<file path="src/design/assert_macros.svh">
// Assertion macros shared by the CRC-16 frame checker modules.
`ifndef ASSERT_MACROS_SVH
`define ASSERT_MACROS_SVH

// Checked on every rising edge while reset is low.
`define CRCFC_ASSERT(label, clk, rst, prop, msg) \
  label: assert property (@(posedge clk) disable iff (rst) (prop)) else $error(msg);

// Checked on every rising edge, reset included.
`define CRCFC_ASSERT_ALWAYS(label, clk, prop, msg) \
  label: assert property (@(posedge clk) (prop)) else $error(msg);

`endif

</file>
<file path="src/design/crcfc_pkg.sv">
// Shared types, constants and the CRC step function of the CRC-16 frame checker.
`timescale 1ns / 1ps

package crcfc_pkg;

  localparam int CRC_SPAN     = 14;
  localparam int FRAME_LEN    = 16;
  localparam int BUFFER_BYTES = 32;
  localparam int CNT_W        = $clog2(BUFFER_BYTES + 1);
  localparam int COUNT_OUT_W  = 6;
  localparam int CFG_IDX_W    = 8;

  localparam logic [15:0] CRC_POLY    = 16'h8408;
  localparam logic [15:0] CRC_INIT    = 16'h0000;
  localparam logic [7:0]  HDR0_RESET  = 8'hFD;
  localparam logic [7:0]  HDR1_RESET  = 8'hEE;

  localparam logic [CFG_IDX_W-1:0] REG_HEADER_FIRST  = CFG_IDX_W'(0);
  localparam logic [CFG_IDX_W-1:0] REG_HEADER_SECOND = CFG_IDX_W'(1);

  typedef enum logic [0:0] {
    OP_DATA = 1'b0,
    OP_IDLE = 1'b1
  } op_t;

  typedef enum logic [1:0] {
    ST_ACCEPTED     = 2'd0,
    ST_TOO_SHORT    = 2'd1,
    ST_BAD_HEADER   = 2'd2,
    ST_CRC_MISMATCH = 2'd3
  } status_t;

  typedef struct packed {
    op_t        op;
    logic [7:0] data;
  } item_t;

  typedef struct packed {
    logic  valid;
    item_t item;
  } queue_head_t;

  function automatic logic [15:0] crc_update(input logic [15:0] crc, input logic [7:0] data);
    logic [15:0] c;
    c = crc ^ {8'h00, data};
    for (int i = 0; i < 8; i++) begin
      if (c[0]) begin
        c = (c >> 1) ^ CRC_POLY;
      end else begin
        c = c >> 1;
      end
    end
    return c;
  endfunction

endpackage

</file>
<file path="src/design/crcfc_back.sv">
// Back end: frame state, CRC update, header registers and the result register.
`timescale 1ns / 1ps
`include "assert_macros.svh"

module crcfc_back (
  input  logic                              clk,
  input  logic                              rst,
  input  crcfc_pkg::queue_head_t            head,
  output logic                              pop,
  input  logic                              cfg_valid,
  input  logic [crcfc_pkg::CFG_IDX_W-1:0]   cfg_index,
  input  logic [7:0]                        cfg_data,
  output logic                              m_tvalid,
  input  logic                              m_tready,
  output logic [39:0]                       m_tdata
);

  logic [7:0]                  header_first;
  logic [7:0]                  header_second;
  logic [15:0]                 crc_reg;
  logic [crcfc_pkg::CNT_W-1:0] byte_counter;
  logic [7:0]                  first_byte;
  logic [7:0]                  second_byte;
  logic [7:0]                  crc_low_byte;
  logic [7:0]                  crc_high_byte;

  logic                        out_valid;
  crcfc_pkg::status_t          out_status;
  logic [crcfc_pkg::COUNT_OUT_W-1:0] out_count;
  logic [15:0]                 out_calc;
  logic [15:0]                 out_recv;

  logic                        is_idle;
  logic                        take_data;
  logic                        take_idle;
  logic                        room;
  logic [15:0]                 rx_crc_word;
  crcfc_pkg::status_t          status_next;

  assign is_idle     = (head.item.op == crcfc_pkg::OP_IDLE);
  assign pop         = head.valid && (!is_idle || !out_valid || m_tready);
  assign take_idle   = pop && is_idle;
  assign take_data   = pop && !is_idle;
  assign room        = byte_counter < crcfc_pkg::CNT_W'(crcfc_pkg::BUFFER_BYTES);
  assign rx_crc_word = {crc_high_byte, crc_low_byte};

  always_comb begin
    if (byte_counter < crcfc_pkg::CNT_W'(crcfc_pkg::FRAME_LEN)) begin
      status_next = crcfc_pkg::ST_TOO_SHORT;
    end else if (first_byte != header_first || second_byte != header_second) begin
      status_next = crcfc_pkg::ST_BAD_HEADER;
    end else if (crc_reg != rx_crc_word) begin
      status_next = crcfc_pkg::ST_CRC_MISMATCH;
    end else begin
      status_next = crcfc_pkg::ST_ACCEPTED;
    end
  end

  always_ff @(posedge clk) begin
    if (rst) begin
      header_first  <= crcfc_pkg::HDR0_RESET;
      header_second <= crcfc_pkg::HDR1_RESET;
    end else if (cfg_valid) begin
      if (cfg_index == crcfc_pkg::REG_HEADER_FIRST) begin
        header_first <= cfg_data;
      end else if (cfg_index == crcfc_pkg::REG_HEADER_SECOND) begin
        header_second <= cfg_data;
      end
    end
  end

  always_ff @(posedge clk) begin
    if (rst || take_idle) begin
      crc_reg       <= crcfc_pkg::CRC_INIT;
      byte_counter  <= '0;
      first_byte    <= 8'h00;
      second_byte   <= 8'h00;
      crc_low_byte  <= 8'h00;
      crc_high_byte <= 8'h00;
    end else if (take_data && room) begin
      if (byte_counter == crcfc_pkg::CNT_W'(0)) begin
        first_byte <= head.item.data;
      end
      if (byte_counter == crcfc_pkg::CNT_W'(1)) begin
        second_byte <= head.item.data;
      end
      if (byte_counter < crcfc_pkg::CNT_W'(crcfc_pkg::CRC_SPAN)) begin
        crc_reg <= crcfc_pkg::crc_update(crc_reg, head.item.data);
      end
      if (byte_counter == crcfc_pkg::CNT_W'(crcfc_pkg::CRC_SPAN)) begin
        crc_low_byte <= head.item.data;
      end
      if (byte_counter == crcfc_pkg::CNT_W'(crcfc_pkg::CRC_SPAN + 1)) begin
        crc_high_byte <= head.item.data;
      end
      byte_counter <= byte_counter + crcfc_pkg::CNT_W'(1);
    end
  end

  always_ff @(posedge clk) begin
    if (rst) begin
      out_valid <= 1'b0;
    end else if (take_idle) begin
      out_valid <= 1'b1;
    end else if (m_tready) begin
      out_valid <= 1'b0;
    end
  end

  always_ff @(posedge clk) begin
    if (take_idle) begin
      out_status <= status_next;
      out_count  <= crcfc_pkg::COUNT_OUT_W'(byte_counter);
      out_calc   <= crc_reg;
      out_recv   <= rx_crc_word;
    end
  end

  assign m_tvalid = out_valid;
  assign m_tdata  = {out_recv, out_calc, out_count, out_status};

  `CRCFC_ASSERT_ALWAYS(a_count_sat, clk, rst || byte_counter <= crcfc_pkg::CNT_W'(crcfc_pkg::BUFFER_BYTES), "byte counter past buffer size")
  `CRCFC_ASSERT(a_clear_after_idle, clk, rst, take_idle |=> (byte_counter == '0 && crc_reg == crcfc_pkg::CRC_INIT), "frame state not cleared after idle")

endmodule

</file>
<file path="config.mk">
export PLATFORM = sky130hd
export DESIGN_NAME = crcfc_back
export DESIGN_NICKNAME = d
export VERILOG_FILES = /design/src/design/crcfc_pkg.sv /design/src/design/crcfc_back.sv
export VERILOG_INCLUDE_DIRS = /design/src /design/src/design
export SDC_FILE = /design/constraint.sdc
export NUM_CORES = 1
export LEC_CHECK = 0
export ABC_AREA = 1
export BUFFER_PORTS_ARGS = -buffer_cell sky130_fd_sc_hd__buf_2
export CAP_MARGIN = 5
export CELL_PAD_IN_SITES_DETAIL_PLACEMENT = 0
export CELL_PAD_IN_SITES_GLOBAL_PLACEMENT = 1
export CORE_ASPECT_RATIO = 0.7
export CORE_MARGIN = 2
export CORE_UTILIZATION = 30
export DETAILED_ROUTE_END_ITERATION = 7
export MAX_ROUTING_LAYER = met4
export PLACE_DENSITY = 0.58
export SETUP_SLACK_MARGIN = 0.02
export SLEW_MARGIN = 20
export SYNTH_ARGS = -nofsm -noshare
export SYNTH_HDL_FRONTEND = slang
export SYNTH_SLANG_ARGS = --single-unit
</file>
<file path="constraint.sdc">
create_clock -name clk -period 2.4 [get_ports clk]
set_input_delay 0.36 -clock clk [delete_from_list [all_inputs] [get_ports clk]]
set_output_delay 0.36 -clock clk [all_outputs]
set_load 0.005 [all_outputs]
</file>
Yosys cells after proc, flatten, opt, wreduce, memory -nomap -nowiden:

Cells that the tools add are included.

* bitwise operators: 10
* reductions and logical operators: 20
* muxes and demuxes: 33
* add/subtract/negate cells: 1
* magnitude comparators: 3
* eq/ne operators: 7

Operator list (count)
* two-way mux 16 bit: 29
* NOT 2 -> 3 bit: 8
* inequality test 16 bit: 1
* inequality test 8 bit: 2
* XOR 16 x 8 -> 16 bit: 1
* == test 6 x 4 -> 1 bit, second input constant: 2
* AND reduction 2 bit: 6
* == test 8 x 1 -> 1 bit, second input constant: 1
* logical NOT 8 bit: 1
* adder 6 x 1 -> 6 bit, second input constant: 1
* == test 6 x 1 -> 1 bit, second input constant: 1
* logical NOT 6 bit: 1
* < comparator 6 x 4 -> 1 bit, second input constant: 1
* < comparator 6 x 5 -> 1 bit, second input constant: 1
* < comparator 6 bit, second input constant: 1
* logical AND 1 bit: 4
* logical OR 1 bit: 4
* two-way mux 2 bit: 2
* AND reduction 3 bit: 1
* logical NOT 1 bit: 2
* two-way mux 1 bit: 2
* nonzero test 2 bit: 1
* NOT 1 bit: 1

* input bits: 30
* output and inout bits: 42
* flip-flop bits (word level): 111
* logic and storage cells: 87

Logic depth before layout (Yosys ltp):

* word-level depth: 40
* gate-level depth with buffers: 10
* depth with buffers taken out: 10

Worst setup path after synthesis:

Ideal clock, no wire load.

* path kind: input-to-reg
* from: input m_tready
* to: register out_calc[0], enable pin
* setup time: 395 ps
* data required time: 2005 ps
* arrival: 1426 ps
* buffers on the path: 0
* path slack: 579 ps
* stages: 6
* cell sequence: inv_1 -> nand2_1 -> nand2_1 -> nand2_2 -> nand2_2 -> inv_1

* cells in the longest elaborated chain, start to end: 3

RTL lines
* start: declaration: RTL line crcfc_back.sv:14 `input logic m_tready,`
* logical OR 1 bit: RTL line crcfc_back.sv:41 `assign pop = head.valid && (!is_idle || !out_valid || m_tready);`
* logical AND 1 bit: RTL line crcfc_back.sv:41
* via pop: RTL line crcfc_back.sv:9 `output logic pop,`
* logical AND 1 bit: RTL line crcfc_back.sv:42 `assign take_idle = pop && is_idle;`
* via take_idle: RTL line crcfc_back.sv:35 `logic take_idle;`
* end signal: assignment: RTL line crcfc_back.sv:114 `out_calc <= crc_reg;`
* end: declaration: RTL line crcfc_back.sv:30 `logic [15:0] out_calc;`

The timed path passes the listed nets, and every way through them passes these cells.
A chain may end at the register's enable or synchronous reset.

Worst setup path after layout:

* from: register byte_counter[1] (netlist name)
* to: register crc_low_byte[3]

* cells in the longest elaborated chain, start to end: 3
* elaborated cells between the ends (all ways): 4
* those cells by class: order compare: 1; eq/ne: 1; reduce/logical: 2

RTL lines
* start: declaration: RTL line crcfc_back.sv:21 `logic [crcfc_pkg::CNT_W-1:0] byte_counter;`
* start signal: assignment: RTL line crcfc_back.sv:96 `byte_counter <= byte_counter + crcfc_pkg::CNT_W'(1);`
* < comparator 6 bit: RTL line crcfc_back.sv:44 `assign room = byte_counter < crcfc_pkg::CNT_W'(crcfc_pkg::BUFFER_BYTES);`
* logical AND 1 bit: RTL line crcfc_back.sv:80 `end else if (take_data && room) begin`
* AND reduction 2 bit (no source line) *
* end signal: assignment: RTL line crcfc_back.sv:91 `crc_low_byte <= head.item.data;`
* end: declaration: RTL line crcfc_back.sv:24 `logic [7:0] crc_low_byte;`

Every way passes the cells marked *; elsewhere a longest branch is shown, timed or not.

==> results.txt <==
The run finished with clean final reports. Once detailed placement completed, the half-perimeter wirelength came to 8.57 mm. In this run, placement finished with an instance count of 849. The combinational group share of total power is 0.094. STA classifies the critical path startpoint as a flop.

The number of DRC violations after detailed routing is 0. The number of iterations in the first detailed-routing pass is 5. The count of unique library cells instantiated by Yosys came out at 30.

The quantity of I/O buffers inserted on ports came out at 71. The number of setup buffers added after CTS is 0. The post-cts hold buffer count is 0. The clock tree buffer depth came out at 2.

The share of synthesized area in the top cell type comes to 0.292. The count of clock tree sinks is 111. In this run the power spent charging and discharging nets is 984 µW. After synthesis the netlist holds a flip-flop and latch count of 111.

The synthesized netlist occupies a cell area of 4880 µm². From synthesis to final layout, the design area changed by 17.8%. The final count of pins violating max slew came to 0. The count of final hold-check violations came out at 0. The initial core utilization is 0.311.

Max-cap violations in this run came to 0. The end-of-flow core utilization is 0.366. Setup repair after global routing left no endpoint under its margin. The final setup skew is 0.00988 ns. In the final routed layout, each cell accounts on average for 13.8 µm. The number of antenna violations at the first check in global routing is 0. Yosys mapped a number of flops with a built-in enable equal to 40. The TritonCTS clock tree is built.

The critical path data arrival time came out at 1.95 ns. The share of synthesized registers carrying an async set or reset came out at 0. In the finished design, the share of the clock period the worst path needs comes to 0.720.

Cell internal power was estimated by the tool at 2.98 mW. Buffers inserted during clock tree synthesis total 9. The worst path needs 1.73 ns of the cycle, external delays included. The kind of end point of the critical path is a flop. The worst-case IR drop observed on VDD is 0.373 mV. The residual antenna-violating net count after detailed routing came out at 0. The worst setup margin is 0.673 ns. The clock-pin transition on the worst setup and hold timing paths came out at 0.08 ns. The count of antenna diodes in the layout came out at 0. The total wire length is 11.9 mm. The worst hold path belongs to the class in2reg. The cell count after synthesis came out at 589.

The share of total power dissipated in the clock network is 0.389. The placeable core area is 15700 µm². After floorplanning, the core was divided into 38 placement rows. Of the total power, the share spent switching nets is 0.248. The part of the Yosys area used for sequential elements is 0.538. In this run the number of H-tree levels came out at 3. In this run the power density over the cells is 690 nW/µm². At the later pin of the worst-skew pair, clock insertion delay measures 0.35 ns. Dividing the detail-routed via count by the number of cells gives 4.50. Of all nets on the critical path, the largest fanout is 15. The endpoint required time on the critical path is 2.62 ns. The buffer type at the clock tree root is clkbuf_16. The number of nets in the layout came out at 693. The overall die area came out at 17300 µm². For this design the top-level I/O count stands at 72.

The violation count after the first detailed-routing iteration is 176. The total number of vias is 3889. After clock tree synthesis, the repair step resized 0 gates. Measured against its own limit, the worst slew margin works out to 0.625.

Across every metal layer, demand over resource in global routing totals 0.145. In the final timing run, aggregate negative setup slack is 0 ns. The global-route wire length before repair came out at 19.1 mm.

In this run the horizontal extent of the chip is 156 µm. The ratio of cells with drive above 1 in the final layout came out at 0.167. The congestion estimate from routability-driven global placement came to 0.867. The final-report setup violation count came out at 0. The maximum frequency from static timing analysis came out at 579 MHz. In this run the static leakage power is 2.55 nW. The sequential cell fraction of total power came out at 0.517.

The pin count of the biggest net entering global routing is 41. Of all cell types, the one taking the most synthesized area is dfxtp_1. The number of nets handed over by synthesis was 622.

The die is 111 µm tall. The worst-margin pin slew came out at 0.559 ns. The number of warnings printed during yosys synthesis came out at 0. The total overflow reported by the global router came out at 0. The kind of critical path is reg2reg.

Among all flip-flop cells after synthesis, the most frequent one is dfxtp_1. The via count of the first global-routing pass is 3661. By area the synthesized netlist is led by dfxtp_1 (29%), edfxtp_1 (25%), nand2_1 (12%). The count of cells in the finished layout, fillers not included, comes to 865. The placement-stage worst setup slack came out at 0.677 ns. Dividing the synthesized area by the synthesized cell count gives 8.28 µm².
-- routing by layer --
layer,vias to the layer above,share of wire,track usage
li1,2008,-,-
met1,1787,0.54,0.218
met2,87,0.39,0.201
met3,7,0.054,0.0305
met4,0,0.0089,0.0294
met5,-,0,-
-- kinds of logic after synthesis --
logic type / count (synthesis) / synth area share
and+or+nand+nor: 251 / 0.221
AOI/OAI and AO/OA: 95 / 0.112
buffers and inverters: 115 / 0.0962
DFF: 111 / 0.538
xor gates and xnor gates: 14 / 0.0251
adders and majority gates: 3 / 0.00770
-- Yosys cell counts, types with 2 or more instances --
master    instances
buf_2             9
nand2_4           2
o21ai_1           2
xnor2_1           6
ha_1              3
edfxtp_1         40
o21ai_0          24
dfxtp_1          71
buf_6             2
inv_1            91
nand2_1         162
a211oi_1         16
a21oi_1          40
buf_4             3
inv_2             8
nor2_1           51
nand2_2           4
nor3_1            3
nand3_1          20
nor2_4            2
nand4_4           2
o211ai_1         13
xor2_1            8
-- path summary, 6_finish.rpt --
check | cells after the start | slack (ns) | end | from
min | 3 | 0.24 | header_second[2]$_SDFFE_PP1P_ | cfg_data[2]
max reg2reg | 5 | 0.67 | crc_low_byte[3]$_SDFFE_PP0P_ | byte_counter[1]$_SDFFE_PP0P_
max | 5 | 0.67 | crc_low_byte[3]$_SDFFE_PP0P_ | byte_counter[1]$_SDFFE_PP0P_
min reg2reg | 0 | 0.46 | out_count[5]$_DFFE_PP_ | byte_counter[5]$_SDFFE_PP0P_
-- power groups by stage --
| stage | Combinational, mW | Clock, mW | Sequential, mW |
|---|---|---|---|
| 4_1_cts | 0.377 | 1.59 | 2.05 |
| 6_report | 0.374 | 1.54 | 2.05 |
| 3_5_place_dp | 0.375 | 0 | 2.09 |
| 2_1_floorplan | 0.226 | 0 | 2.09 |
| 5_1_grt | 0.423 | 1.66 | 2.05 |
| 3_3_place_gp | 0.373 | 0 | 2.09 |
-- cell usage in the layout, fill, tap and decap left out, types with 11 or more instances in the layout --
| master | netlist | final |
|---|---|---|
| nand2_1 | 162 | 162 |
| inv_1 | 91 | 91 |
| dfxtp_1 | 71 | 71 |
| buf_2 | 9 | 71 |
| nor2_1 | 51 | 51 |
| a21oi_1 | 40 | 40 |
| edfxtp_1 | 40 | 40 |
| o21ai_0 | 24 | 24 |
| nand3_1 | 20 | 20 |
| a211oi_1 | 16 | 16 |
| o211ai_1 | 13 | 13 |
| clkbuf_16 | 0 | 11 |
-- worst max-delay path, stage by stage (launching register included) --
cell and delay [ns]:
dfxtp_1 0.41, inv_1 0.12, nor2_2 0.24, nand3_1 0.44
o21ai_0 0.33, a21oi_1 0.07
-- per-stage QoR --
| stage | cell area [µm²] | hold slack [ns] | power, mW |
|---|---|---|---|
| detailed placement | 5430 | 0.451 | 2.47 |
| floorplan | 4880 | 0.429 | 2.31 |
| CTS | 5740 | 0.237 | 4.02 |
| finish | 5740 | 0.240 | 3.96 |
| global route | 5740 | 0.244 | 4.14 |
| global placement | 5430 | 0.444 | 2.46 |
-- final cells by class --
| class | instances | area, µm² |
|---|---|---|
| flip-flops and latches | 111 | 2620 |
| fillers | 1623 | 9950 |
| inverters | 100 | 375 |
| clock buffers | 12 | 279 |
| well taps | 200 | 250 |
| clock inverters | 4 | 33.8 |
| repair buffers | 75 | 398 |
| multi-input cells | 363 | 1780 |
No activity file was read; power rests on OpenSTA's default activity.
